### src/rtl/tef_pkg.sv
`timescale 1ns / 1ps
// ----------------------------------------------------------------------------
// Touchpad typing edge filter package
// Event codes, key codes, edge test and key classification for the filter.
// ----------------------------------------------------------------------------
package tef_pkg;

    localparam int XW      = 16;
    localparam int KEYW    = 9;
    localparam int CFG_IW  = 3;
    localparam int CNTW    = 5;

    typedef enum logic [2:0] {
        REQ_PAD_DOWN   = 3'd0,
        REQ_PAD_MOTION = 3'd1,
        REQ_PAD_UP     = 3'd2,
        REQ_BUTTON     = 3'd3,
        REQ_TAP        = 3'd4,
        REQ_POINTER    = 3'd5,
        REQ_KEY        = 3'd6,
        REQ_OTHER      = 3'd7
    } t_req_type;

    typedef enum logic [CFG_IW-1:0] {
        CFG_PAD_WIDTH    = 3'd0,
        CFG_EDGE_MOTION  = 3'd1,
        CFG_EDGE_BUTTON  = 3'd2,
        CFG_EDGE_TAP     = 3'd3,
        CFG_EDGE_RELEASE = 3'd4
    } t_cfg_index;

    localparam logic [XW-1:0] PAD_WIDTH_RST = 16'd1600;
    localparam logic [XW-1:0] EDGE_RST      = 16'd80;

    localparam logic signed [CNTW-1:0] MOD_MAX = 5'sd15;
    localparam logic signed [CNTW-1:0] MOD_MIN = -5'sd16;

    localparam logic [KEYW-1:0] KEY_ESC       = 9'd1;
    localparam logic [KEYW-1:0] KEY_TAB       = 9'd15;
    localparam logic [KEYW-1:0] KEY_LCTRL     = 9'd29;
    localparam logic [KEYW-1:0] KEY_LSHIFT    = 9'd42;
    localparam logic [KEYW-1:0] KEY_RSHIFT    = 9'd54;
    localparam logic [KEYW-1:0] KEY_KPASTERSK = 9'd55;
    localparam logic [KEYW-1:0] KEY_LALT      = 9'd56;
    localparam logic [KEYW-1:0] KEY_CAPS      = 9'd58;
    localparam logic [KEYW-1:0] KEY_F1        = 9'd59;
    localparam logic [KEYW-1:0] KEY_RCTRL     = 9'd97;
    localparam logic [KEYW-1:0] KEY_RALT      = 9'd100;
    localparam logic [KEYW-1:0] KEY_LMETA     = 9'd125;
    localparam logic [KEYW-1:0] KEY_RMETA     = 9'd126;
    localparam logic [KEYW-1:0] KEY_MENU      = 9'd127;
    localparam logic [KEYW-1:0] KEY_FN        = 9'h1d0;

    function automatic logic f_inside(logic [XW-1:0] x, logic [XW-1:0] e,
                                      logic [XW-1:0] w);
        logic signed [XW:0] hi;
        hi = $signed({1'b0, w}) - $signed({1'b0, e});
        return (x > e) && ($signed({1'b0, x}) < hi);
    endfunction

    function automatic logic f_is_modifier(logic [KEYW-1:0] k);
        return (k == KEY_LCTRL)  || (k == KEY_RCTRL)   || (k == KEY_LALT)   ||
               (k == KEY_RALT)   || (k == KEY_LSHIFT)  || (k == KEY_RSHIFT) ||
               (k == KEY_FN)     || (k == KEY_CAPS)    || (k == KEY_TAB)    ||
               (k == KEY_MENU)   || (k == KEY_RMETA)   || (k == KEY_LMETA);
    endfunction

    function automatic logic f_is_standalone(logic [KEYW-1:0] k);
        return !f_is_modifier(k) &&
               ((k == KEY_ESC) || (k == KEY_KPASTERSK) || (k >= KEY_F1));
    endfunction

endpackage

### src/rtl/tef_key_table.sv
`timescale 1ns / 1ps
// ----------------------------------------------------------------------------
// Key flag table
// One-bit-per-key memory with registered read, write-to-read forwarding and
// a clearing sweep after reset.
// ----------------------------------------------------------------------------
module tef_key_table #(
    parameter int DEPTH = 64
) (
    input  logic                     i_clk,
    input  logic                     i_rst_n,
    input  logic                     i_rd_en,
    input  logic [$clog2(DEPTH)-1:0] i_rd_addr,
    input  logic                     i_wr_en,
    input  logic [$clog2(DEPTH)-1:0] i_wr_addr,
    input  logic                     i_wr_data,
    output logic                     o_rd_flag,
    output logic                     o_busy
);

    localparam int AW = $clog2(DEPTH);
    localparam logic [AW-1:0] LAST = AW'(DEPTH - 1);

    logic            mem [DEPTH];
    logic            r_rd_q;
    logic            r_fwd_hit;
    logic            r_fwd_val;
    logic            r_clr_busy;
    logic [AW-1:0]   r_clr_addr;
    logic            wr_en;
    logic [AW-1:0]   wr_addr;
    logic            wr_data;

    always_comb begin
        if (r_clr_busy) begin
            wr_en   = 1'b1;
            wr_addr = r_clr_addr;
            wr_data = 1'b0;
        end else begin
            wr_en   = i_wr_en;
            wr_addr = i_wr_addr;
            wr_data = i_wr_data;
        end
    end

    always_ff @(posedge i_clk) begin
        if (!i_rst_n) begin
            r_clr_busy <= 1'b1;
            r_clr_addr <= '0;
        end else if (r_clr_busy) begin
            r_clr_addr <= r_clr_addr + AW'(1);
            if (r_clr_addr == LAST) begin
                r_clr_busy <= 1'b0;
            end
        end
    end

    always_ff @(posedge i_clk) begin
        if (wr_en) begin
            mem[wr_addr] <= wr_data;
        end
    end

    always_ff @(posedge i_clk) begin
        if (i_rd_en) begin
            r_rd_q    <= mem[i_rd_addr];
            r_fwd_hit <= wr_en && (wr_addr == i_rd_addr);
            r_fwd_val <= wr_data;
        end
    end

    assign o_rd_flag = r_fwd_hit ? r_fwd_val : r_rd_q;
    assign o_busy    = r_clr_busy;

endmodule

### src/rtl/touchpad_typing_edge_filter.sv
`timescale 1ns / 1ps
// ----------------------------------------------------------------------------
// Touchpad typing edge filter
// Marks touchpad events near the pad edges for suppression while typing.
// ----------------------------------------------------------------------------
// Input channel: one event per transaction on i_in_valid / o_in_stall.
// Output channel: one suppress flag per event on o_out_valid / i_out_stall,
// in event order.
// Configuration: pad width and the motion, button, tap and release edge
// widths written on i_cfg_valid / o_cfg_ready with i_cfg_index and
// i_cfg_data; ready is always high. Write only while no event is in flight.
// Pipeline: the event is registered in stage one and then in the output
// register. Throughput: one event per cycle while the output does not
// stall. Stage one holds the event and the key flag read from the table;
// it computes and commits state as it moves into the output register, so a
// key flag written by one event is forwarded to the next.
// Reset: valid, configuration and state registers return to their defaults
// and the key flag table is swept to zero with o_in_stall high.
// Output stall: the output register holds, stage one holds, and o_in_stall
// rises once stage one is full.
// ----------------------------------------------------------------------------
module touchpad_typing_edge_filter
    import tef_pkg::*;
#(
    parameter int KEY_TABLE_DEPTH = 64
) (
    input  logic              i_clk,
    input  logic              i_rst_n,
    input  logic              i_in_valid,
    output logic              o_in_stall,
    input  logic [2:0]        i_req_type,
    input  logic [XW-1:0]     i_x_pos,
    input  logic              i_is_palm,
    input  logic              i_is_pressed,
    input  logic [KEYW-1:0]   i_key_code,
    output logic              o_out_valid,
    input  logic              i_out_stall,
    output logic              o_suppress,
    input  logic              i_cfg_valid,
    output logic              o_cfg_ready,
    input  logic [CFG_IW-1:0] i_cfg_index,
    input  logic [XW-1:0]     i_cfg_data
);

    localparam int AW = $clog2(KEY_TABLE_DEPTH);
    localparam logic [KEYW:0] DEPTH_K = (KEYW + 1)'(KEY_TABLE_DEPTH);

    logic [XW-1:0] r_pad_width, r_edge_motion, r_edge_button, r_edge_tap;
    logic [XW-1:0] r_edge_release;

    logic          r_motion_lock, r_button_lock, r_tap_lock;
    logic          n_motion_lock, n_button_lock, n_tap_lock;
    logic [XW-1:0] r_down_x, r_current_x, n_down_x, n_current_x;
    logic          r_button_latch, r_tap_latch, n_button_latch, n_tap_latch;
    logic signed [CNTW-1:0] r_mod_cnt, n_mod_cnt;

    logic            r_s1_valid;
    t_req_type       r_s1_type;
    logic [XW-1:0]   r_s1_x;
    logic            r_s1_palm;
    logic            r_s1_pressed;
    logic [KEYW-1:0] r_s1_key;
    logic            r_s1_in_range;

    logic r_out_valid;
    logic r_out_suppress;
    logic n_suppress;

    logic            accept;
    logic            s1_move;
    logic            in_range;
    logic            tbl_busy;
    logic            tbl_flag;
    logic            tbl_wr_en;
    logic            tbl_wr_data;
    logic            key_mod;
    logic            key_alone;
    logic            key_set;
    logic            key_flag;

    assign s1_move     = r_s1_valid && (!r_out_valid || !i_out_stall);
    assign o_in_stall  = tbl_busy || (r_s1_valid && !s1_move);
    assign accept      = i_in_valid && !o_in_stall;
    assign in_range    = {1'b0, i_key_code} < DEPTH_K;
    assign o_cfg_ready = 1'b1;
    assign o_out_valid = r_out_valid;
    assign o_suppress  = r_out_suppress;

    always_ff @(posedge i_clk) begin
        if (!i_rst_n) begin
            r_pad_width    <= PAD_WIDTH_RST;
            r_edge_motion  <= EDGE_RST;
            r_edge_button  <= EDGE_RST;
            r_edge_tap     <= EDGE_RST;
            r_edge_release <= EDGE_RST;
        end else if (i_cfg_valid && o_cfg_ready) begin
            case (t_cfg_index'(i_cfg_index))
                CFG_PAD_WIDTH:    r_pad_width    <= i_cfg_data;
                CFG_EDGE_MOTION:  r_edge_motion  <= i_cfg_data;
                CFG_EDGE_BUTTON:  r_edge_button  <= i_cfg_data;
                CFG_EDGE_TAP:     r_edge_tap     <= i_cfg_data;
                CFG_EDGE_RELEASE: r_edge_release <= i_cfg_data;
                default: ;
            endcase
        end
    end

    tef_key_table #(
        .DEPTH(KEY_TABLE_DEPTH)
    ) u_key_table (
        .i_clk     (i_clk),
        .i_rst_n   (i_rst_n),
        .i_rd_en   (accept && in_range),
        .i_rd_addr (i_key_code[AW-1:0]),
        .i_wr_en   (tbl_wr_en),
        .i_wr_addr (r_s1_key[AW-1:0]),
        .i_wr_data (tbl_wr_data),
        .o_rd_flag (tbl_flag),
        .o_busy    (tbl_busy)
    );

    always_ff @(posedge i_clk) begin
        if (!i_rst_n) begin
            r_s1_valid <= 1'b0;
        end else if (accept) begin
            r_s1_valid <= 1'b1;
        end else if (s1_move) begin
            r_s1_valid <= 1'b0;
        end
    end

    always_ff @(posedge i_clk) begin
        if (accept) begin
            r_s1_type     <= t_req_type'(i_req_type);
            r_s1_x        <= i_x_pos;
            r_s1_palm     <= i_is_palm;
            r_s1_pressed  <= i_is_pressed;
            r_s1_key      <= i_key_code;
            r_s1_in_range <= in_range;
        end
    end

    always_comb begin
        n_motion_lock  = r_motion_lock;
        n_button_lock  = r_button_lock;
        n_tap_lock     = r_tap_lock;
        n_down_x       = r_down_x;
        n_current_x    = r_current_x;
        n_button_latch = r_button_latch;
        n_tap_latch    = r_tap_latch;
        n_mod_cnt      = r_mod_cnt;
        n_suppress     = 1'b0;
        tbl_wr_en      = 1'b0;
        tbl_wr_data    = r_s1_pressed;
        key_mod        = f_is_modifier(r_s1_key);
        key_alone      = f_is_standalone(r_s1_key);
        key_set        = 1'b0;
        key_flag       = 1'b0;

        case (r_s1_type)
            REQ_PAD_DOWN: begin
                n_down_x    = r_s1_x;
                n_current_x = r_s1_x;
                if (f_inside(r_s1_x, r_edge_motion, r_pad_width)) begin
                    n_motion_lock = 1'b0;
                end
                if (f_inside(r_s1_x, r_edge_button, r_pad_width)) begin
                    n_button_lock = 1'b0;
                end
                if (f_inside(r_s1_x, r_edge_tap, r_pad_width)) begin
                    n_tap_lock = 1'b0;
                end
            end
            REQ_PAD_MOTION: begin
                n_current_x = r_s1_x;
                if (!r_s1_palm && f_inside(r_s1_x, r_edge_release, r_pad_width)) begin
                    n_motion_lock = 1'b0;
                end
                n_suppress = !r_s1_palm && n_motion_lock &&
                             !f_inside(r_down_x, r_edge_motion, r_pad_width);
            end
            REQ_BUTTON: begin
                if (r_s1_pressed) begin
                    if (r_button_lock &&
                        !f_inside(r_current_x, r_edge_button, r_pad_width)) begin
                        n_button_latch = 1'b1;
                        n_suppress     = 1'b1;
                    end
                end else if (r_button_latch) begin
                    n_button_latch = 1'b0;
                    n_suppress     = 1'b1;
                end
            end
            REQ_TAP: begin
                if (r_s1_pressed) begin
                    if (r_tap_lock && !f_inside(r_down_x, r_edge_tap, r_pad_width)) begin
                        n_tap_latch = 1'b1;
                        n_suppress  = 1'b1;
                    end
                end else if (r_tap_latch) begin
                    n_tap_latch = 1'b0;
                    n_suppress  = 1'b1;
                end
            end
            REQ_POINTER: begin
                n_suppress = r_motion_lock &&
                             !f_inside(r_down_x, r_edge_motion, r_pad_width);
            end
            REQ_KEY: begin
                if (!key_alone) begin
                    if (key_mod) begin
                        if (r_s1_pressed) begin
                            if (r_mod_cnt != MOD_MAX) begin
                                n_mod_cnt = r_mod_cnt + 5'sd1;
                            end
                        end else if (r_mod_cnt != MOD_MIN) begin
                            n_mod_cnt = r_mod_cnt - 5'sd1;
                        end
                    end
                    key_set  = r_s1_pressed && (n_mod_cnt > 5'sd0);
                    key_flag = r_s1_in_range && (key_set || tbl_flag);
                    if (!key_mod && !key_flag) begin
                        n_motion_lock = 1'b1;
                        n_button_lock = 1'b1;
                        n_tap_lock    = 1'b1;
                    end
                    tbl_wr_en = s1_move && r_s1_in_range && (key_set || !r_s1_pressed);
                end
            end
            default: ;
        endcase
    end

    always_ff @(posedge i_clk) begin
        if (!i_rst_n) begin
            r_motion_lock  <= 1'b0;
            r_button_lock  <= 1'b0;
            r_tap_lock     <= 1'b0;
            r_down_x       <= '0;
            r_current_x    <= '0;
            r_button_latch <= 1'b0;
            r_tap_latch    <= 1'b0;
            r_mod_cnt      <= '0;
        end else if (s1_move) begin
            r_motion_lock  <= n_motion_lock;
            r_button_lock  <= n_button_lock;
            r_tap_lock     <= n_tap_lock;
            r_down_x       <= n_down_x;
            r_current_x    <= n_current_x;
            r_button_latch <= n_button_latch;
            r_tap_latch    <= n_tap_latch;
            r_mod_cnt      <= n_mod_cnt;
        end
    end

    always_ff @(posedge i_clk) begin
        if (!i_rst_n) begin
            r_out_valid <= 1'b0;
        end else if (s1_move) begin
            r_out_valid <= 1'b1;
        end else if (!i_out_stall) begin
            r_out_valid <= 1'b0;
        end
    end

    always_ff @(posedge i_clk) begin
        if (s1_move) begin
            r_out_suppress <= n_suppress;
        end
    end

endmodule

### config.mk
export PLATFORM = sky130hd
export DESIGN_NAME = touchpad_typing_edge_filter
export DESIGN_NICKNAME = d
export VERILOG_FILES = /design/src/rtl/tef_pkg.sv /design/src/rtl/tef_key_table.sv /design/src/rtl/touchpad_typing_edge_filter.sv
export SDC_FILE = /design/constraint.sdc
export NUM_CORES = 1
export LEC_CHECK = 0
export ABC_CLOCK_PERIOD_IN_PS = 5500
export BUFFER_PORTS_ARGS = -buffer_cell sky130_fd_sc_hd__buf_2
export CAP_MARGIN = 20
export CORE_MARGIN = 5
export CORE_UTILIZATION = 38
export CTS_CLUSTER_SIZE = 16
export DETAILED_ROUTE_END_ITERATION = 12
export GPL_TIMING_DRIVEN = 0
export SLEW_MARGIN = 20
export SYNTH_ARGS = -nofsm -noshare
export SYNTH_HDL_FRONTEND = slang
export SYNTH_SLANG_ARGS = --single-unit
### constraint.sdc
create_clock -name i_clk -period 5.5 [get_ports i_clk]
set_input_delay 1.1 -clock i_clk [delete_from_list [all_inputs] [get_ports i_clk]]
set_output_delay 1.1 -clock i_clk [all_outputs]
set_load 0.05 [all_outputs]
## After elaboration in Yosys (flattened, before gate mapping)

Memory sizes are Yosys's and may differ from the RTL's. A register that Yosys moved wholly into a read port is not among the register bits.
Index checks and enable logic that the tools add are counted.
Widths: inputs -> output; s select.

| cells by class | value |
|---|---|
| magnitude comparators | 17 |
| add/subtract/negate cells | 7 |
| muxes and demuxes | 41 |
| bitwise operators | 1 |
| reductions and logical operators | 71 |
| eq/ne operators | 35 |

Operators by type and width:

| operator | count |
|---|---|
| $lt 17x17->1 | 7 |
| $gt 16x16->1 | 7 |
| $sub 16x16->17 | 4 |
| $eq 9x6->1 const B | 5 |
| $eq 9x7->1 const B | 5 |
| $mux 1 | 30 |
| $mux 5 | 6 |
| $logic_and 1x1->1 | 24 |
| $logic_or 1x1->1 | 17 |
| $reduce_and 5->1 | 3 |
| $reduce_and 2->1 | 7 |
| $eq 3x3->1 const B | 4 |
| $logic_not 1->1 | 11 |
| $ne 2x2->1 const B | 5 |
| $ne 5x5->1 const B | 2 |
| $eq 3x2->1 const B | 3 |
| $eq 9x1->1 const B | 1 |
| $eq 9x4->1 const B | 1 |
| $eq 9x5->1 const B | 1 |
| $eq 9x9->1 const B | 1 |
| $ge 9x6->1 const B | 1 |
| $lt 9x7->1 const B | 1 |
| $reduce_and 3->1 | 3 |
| $add 6x1->6 const B | 1 |
| 16 further kinds | 22 |

| storage, ports and cells | value |
|---|---|
| memory bits (writable) | 64 |
| output and inout port bits | 4 |
| register bits after elaboration | 165 |
| memories | 1 |
| input port bits | 54 |
| logic and storage cells | 199 |

Memories:

| name | words | bits a word | rd ports | clocked after Yosys merged registers in | wr ports | RTL line | source |
|---|---|---|---|---|---|---|---|
| u_key_table.mem | 64 | 1 | 1 | 1 | 1 | tef_key_table.sv:24 | `logic mem [DEPTH];` |

## Longest topological paths before layout

| depth | value |
|---|---|
| depth in word-level cells | 25 |
| gate-level depth with buffers | 21 |
| gate-level depth less buffers | 21 |

## Hierarchy

From an unflattened synthesis, not the netlist that was laid out.

| unflattened totals | value |
|---|---|
| cells, all modules | 1938 |
| area total of the unflattened synthesis | 17277.8 um^2 |

By module, submodules not included:

| module | area each (um^2) | cells each | seq. area each (um^2) | instances |
|---|---|---|---|---|
| touchpad_typing_edge_filter | 13711.9 | 1658 | 3443.3 | 1 |
| tef_key_table | 3565.9 | 280 | 2152.1 | 1 |

## Least setup slack after synthesis

OpenSTA, ideal clock, no wires.

| path | value |
|---|---|
| kind | flip-flop to flip-flop |
| from | reg r_pad_width[1] |
| to | reg r_out_suppress (netlist: o_suppress), data pin |
| slack | 1.460 ns |
| stages on the path, launching flop included | 17 |
| arrival | 3.770 ns |
| required time | 5.230 ns |
| clock period less this slack | 4.040 ns |
| path buffers | 0 |
| library setup time | 0.270 ns |
| cell sequence | dfxtp_1 > ha_1 > nor2b_1 > o21ai_0 > a21oi_1 > o21ai_0 > a211oi_1 > o31a_1 > or2_2 > ha_1 > a21o_1 > a2111oi_0 > a31oi_1 > o221ai_1 > a31oi_1 > a211oi_1 > o32ai_1 |

| on the way | value |
|---|---|
| longest elaborated chain between the ends | 9 |
| elaborated cells between the ends (all ways) | 28 |
| those cells by class | add/sub: 4; order compare: 4; mux: 7; reduce/logical: 13 |

Ends and longest elaborated chain:

| element | RTL line | source |
|---|---|---|
| from (decl) | touchpad_typing_edge_filter.sv:48 | `logic [XW-1:0] r_pad_width, r_edge_motion, r_edge_button, r_edge_tap;` |
| from (signal assigned) | touchpad_typing_edge_filter.sv:98 | `CFG_PAD_WIDTH: r_pad_width <= i_cfg_data;` |
| $sub 16x16->17 | tef_pkg.sv:57 | `hi = $signed({1'b0, w}) - $signed({1'b0, e});` |
| $lt 17x17->1 | tef_pkg.sv:58 | `return (x > e) && ($signed({1'b0, x}) < hi);` |
| $logic_and 1x1->1 | tef_pkg.sv:58 |  |
| $logic_and 1x1->1 | touchpad_typing_edge_filter.sv:176 | `if (!r_s1_palm && f_inside(r_s1_x, r_edge_release, r_pad_width)) begin` |
| $mux 1 | touchpad_typing_edge_filter.sv:176 |  |
| $mux 1 | touchpad_typing_edge_filter.sv:160 | `case (r_s1_type)` |
| $logic_and 1x1->1 | touchpad_typing_edge_filter.sv:179 | `n_suppress = !r_s1_palm && n_motion_lock &&` |
| $logic_and 1x1->1 | touchpad_typing_edge_filter.sv:180 | `!f_inside(r_down_x, r_edge_motion, r_pad_width);` |
| $pmux 1 s4 * | touchpad_typing_edge_filter.sv:160 |  |
| named net n_suppress | touchpad_typing_edge_filter.sv:67 | `logic n_suppress;` |
| to (signal assigned) | touchpad_typing_edge_filter.sv:268 | `r_out_suppress <= n_suppress;` |
| to (decl) | touchpad_typing_edge_filter.sv:66 | `logic r_out_suppress;` |

Mark *: on every way through the listed nets, which the timed path passes. The rest lies on a longest branch. The select of a mux whose other input is x is not followed.
A chain may end at the register's enable or synchronous reset.

## Worst setup path after layout

| path | value |
|---|---|
| from | reg r_pad_width[1] |
| to | reg r_button_lock |

| on the way | value |
|---|---|
| longest elaborated chain between the ends | 5 |

Ends and longest elaborated chain:

| element | RTL line | source |
|---|---|---|
| $sub 16x16->17 | tef_pkg.sv:57 |  |
| $lt 17x17->1 | tef_pkg.sv:58 |  |
| $logic_and 1x1->1 | tef_pkg.sv:58 |  |
| $ne 2x2->1 (no line) | n/a |  |
| $reduce_and 5->1 (no line) | n/a |  |
| to (signal assigned) | touchpad_typing_edge_filter.sv:246 | `r_button_lock <= n_button_lock;` |
| to (decl) | touchpad_typing_edge_filter.sv:51 | `logic r_motion_lock, r_button_lock, r_tap_lock;` |

Every way passes these cells.

==> results.cfg <==
[cells_and_area]
syn2layout_area_growth_pct = 12.18
fin_area_um2 = 19330
final_layout_size_suffix_gt1_share_pct = 8.170
nFillCells = 4367
layout.cells.non_filler = 2644
n_antenna_cell = 0
finalNetCount = 2364

[yosys]
synth.most_common_cell = nand2_1
yosys_register_bits = 230
ys_async_sr_fraction_pct = 0
synthTopCellsByCount = nand2_1 (306), ha_1 (284), a21oi_1 (244), dfxtp_1 (131), inv_1 (108)
yosys_warnings = 0
synth_edf_count = 99
synth.area.top_cells = ha_1 (21%), edfxtp_1 (17%), dfxtp_1 (15%)
avgSynthCellArea_um2 = 8.908
ys_types = 84
synth_top_cell_area_share_pct = 20.62
ys_seq_area_share_pct = 32.48
yosysTopAreaCell = ha_1
synth_ff_type = dfxtp_1
netlist_instances = 1934
synthesis.area_um2 = 17230
syn-num-nets = 2276

[power]
combPwrFrac_pct = 13.4
p_switching_mw = 1.142
p_per_area_nw_per_um2 = 226.9
peakVddDrop_uv = 255.3
swShare_pct = 26.03
p_leak_nw = 7.452
total_power_mw = 4.386
seqPwrFrac_pct = 41.2
power.internal_mw = 3.244
clockPowerShare_pct = 45.4

[grt]
grt_overflow = 0
grt_usage_pct = 19.93
grt_pass1_wl_um = 79520
grt_pass1_vias = 15010
grt_max_degree = 38
antenna_found_initial = 1

[clocking]
cts_setup_buffers = 0
cts_root_buf = clkbuf_16
cts.reportedPaths.clkPinSlew_ps = 70
ctsHoldBuffers = 0
cts_max_level = 1
clockBufferDepth = 3
cts-resized-gates = 0
cts_sinks = 230
cts_buffers = 28
clk_latency_ps = 570
cts_tree = built

[placed_design]
dpl.cell_count = 2592
io_buffers = 55
place_congestion = 0.9119
dp_hpwl_um = 40910
placed_cell_area_um2 = 18320
place_ws_ps = 431.4

[sta]
fin_ws_ps = 416.3
worst_pin_slew_ps = 1021
setup_violations = 0
max_freq_mhz = 196.7
report.final.slew_viol_count = 0
hold_violations = 0
timing.slew.headroom_pct = 31.86
period_share_pct = 92.43
layout_min_cycle_time_ps = 5084
setup-tns-final_ps = 0
finalClockSkew_ps = 14.18
rsz0062_at_grt = false

[die]
die_y_um = 222.9
initial_utilization_pct = 38.21
core-area_um2 = 45090
io_pins = 58
die_width_um = 222.9
die_area_um2 = 49700
num_rows = 78

[worst_setup_path]
path_max_fanout = 9
end_kind = register
r2r_cells = 18
cp_top_family = compound AO/OA/AOI/OAI gates
arrival_ps = 5490
cp_slowest_stage_delay_ps = 730
crit_slowest_cell = dfxtp_1
cp_data_required_time_ps = 5900
start_kind = register
path_common_cell = a21oi_1
cp_num_cells = 18
criticalPathCategory = register to register
critPathBufInv = 0
cp_cell_sequence = ha_1, nor2b_1, o21ai_0, a21oi_1, o21ai_0, nand2b_1, a21o_1, a21oi_1, xor2_1, ha_1, and3_1, o2111ai_1, a21oi_1, o41ai_1, a21o_1, a21oi_1, a2111oi_1, o22ai_1

[detailed_routing]
m1WireLength_um = 22630
wirelength_um = 51350
wl_met2_um = 24280
top_layer = met5
wl_met3_um = 2535
drc_errors = 0
vias = 15020
antenna_left = 0
firstDrtPassIters = 5
drt_iter0_markers = 1096
wire_per_inst_um = 19.42
via_per_inst = 5.682

[min_path]
hold_class = register to register
hold_depth = 2

[run_status]
status = finished, final reports clean

[run]
cap_viol_max_count = 0
layout make-up:
| type | instances | area, um^2 | share of cell area (%) |
|---|---|---|---|
| clock inverter | 15 | 196.4 | 1.016 |
| buffer | 61 | 261.5 | 1.353 |
| clock buffer | 37 | 807.0 | 4.176 |
| sequential | 230 | 5595 | 28.95 |
| multi-input combinational | 1533 | 10970 | 56.77 |
| inverter | 110 | 412.9 | 2.136 |
| timing repair buffer | 58 | 330.3 | 1.709 |
| tap | 600 | 750.7 | 3.884 |
metal layers:
layer | global-route usage, % | up-vias
met5 | 0 | -
met4 | 7.115 | 2
met3 | 2.237 | 105
met2 | 34.23 | 402
met1 | 26.07 | 7198
li1 | - | 7317
power by group through the flow:
stage | registers [mW] | logic, mW | clock network, mW
after floorplan | 1.83 | 0.412 | 0
after global placement | 1.84 | 0.565 | 0
after detailed placement | 1.84 | 0.580 | 0
after CTS | 1.81 | 0.585 | 2.03
after global routing | 1.81 | 0.658 | 2.09
final | 1.81 | 0.586 | 1.99
cells in the final DEF (no fill, tap or decap), types with 30 or more instances in the layout:
cell type and instances:
a21o_1 32, a21oi_1 244, inv_1 107, edfxtp_1 99
nor3_1 33, a211oi_1 44, clkbuf_16 30, nor2_1 76
o21ai_0 73, nand2_1 306, clkbuf_1 51, buf_2 59
nand3_1 40, ha_1 284, dfxtp_1 131, xor2_1 31
nand4_1 33
cell families (layout without fill, tap and decap cells):
kind of cell / after synthesis / in the layout / synth area share (%)
AND/OR/NAND/NOR: 613 / 613 / 16.55
flip-flops: 230 / 230 / 32.48
XOR/XNOR: 58 / 58 / 2.948
other: 1 / 1 / 0.02177
multiplexers: 29 / 29 / 3.224
AO/OA/AOI/OAI: 544 / 544 / 19.78
adder cells (fa/ha/maj): 288 / 288 / 21.09
buffers and inverters: 171 / 281 / 3.914
flip-flops by register name, summed over array words and instances, names as in the netlist, 3 cells and up:
signal and cells:
r_current_x 16, r_down_x 16, r_edge_button 16, r_edge_motion 16, r_edge_release 16, r_edge_tap 16
r_mod_cnt 5, r_pad_width 16, r_s1_key 9, r_s1_type 3, r_s1_x 16, u_key_table.mem 64
u_key_table.r_clr_addr 6
through the flow:
stage / hold slack, ps / utilization [%]
3_3_place_gp: 443.1 / 40.49
6_report: 453.3 / 42.87
2_1_floorplan: 435.6 / -
5_1_grt: 466.9 / 42.87
4_1_cts: 455.2 / 42.87
3_5_place_dp: 447.3 / 40.64
worst paths after layout:
kind | startpoint | end | slack [ps]
setup / recovery | r_pad_width[1] | r_button_lock | 420
setup reg to reg | r_pad_width[1] | r_button_lock | 420
hold / removal | r_edge_release[3] | r_edge_release[3] | 450
hold reg to reg | r_edge_release[3] | r_edge_release[3] | 450
worst register-to-register path, stage by stage, from the launching register on:
cell and delay, ps:
dfxtp_1 730, ha_1 340, nor2b_1 130, o21ai_0 260
a21oi_1 140, o21ai_0 310, nand2b_1 140, a21o_1 200
a21oi_1 160, xor2_1 250, ha_1 290, and3_1 190
o2111ai_1 80, a21oi_1 80, o41ai_1 530, a21o_1 200
a21oi_1 80, a2111oi_1 670, o22ai_1 130
Note: power is estimated with default switching activity, not from simulation.
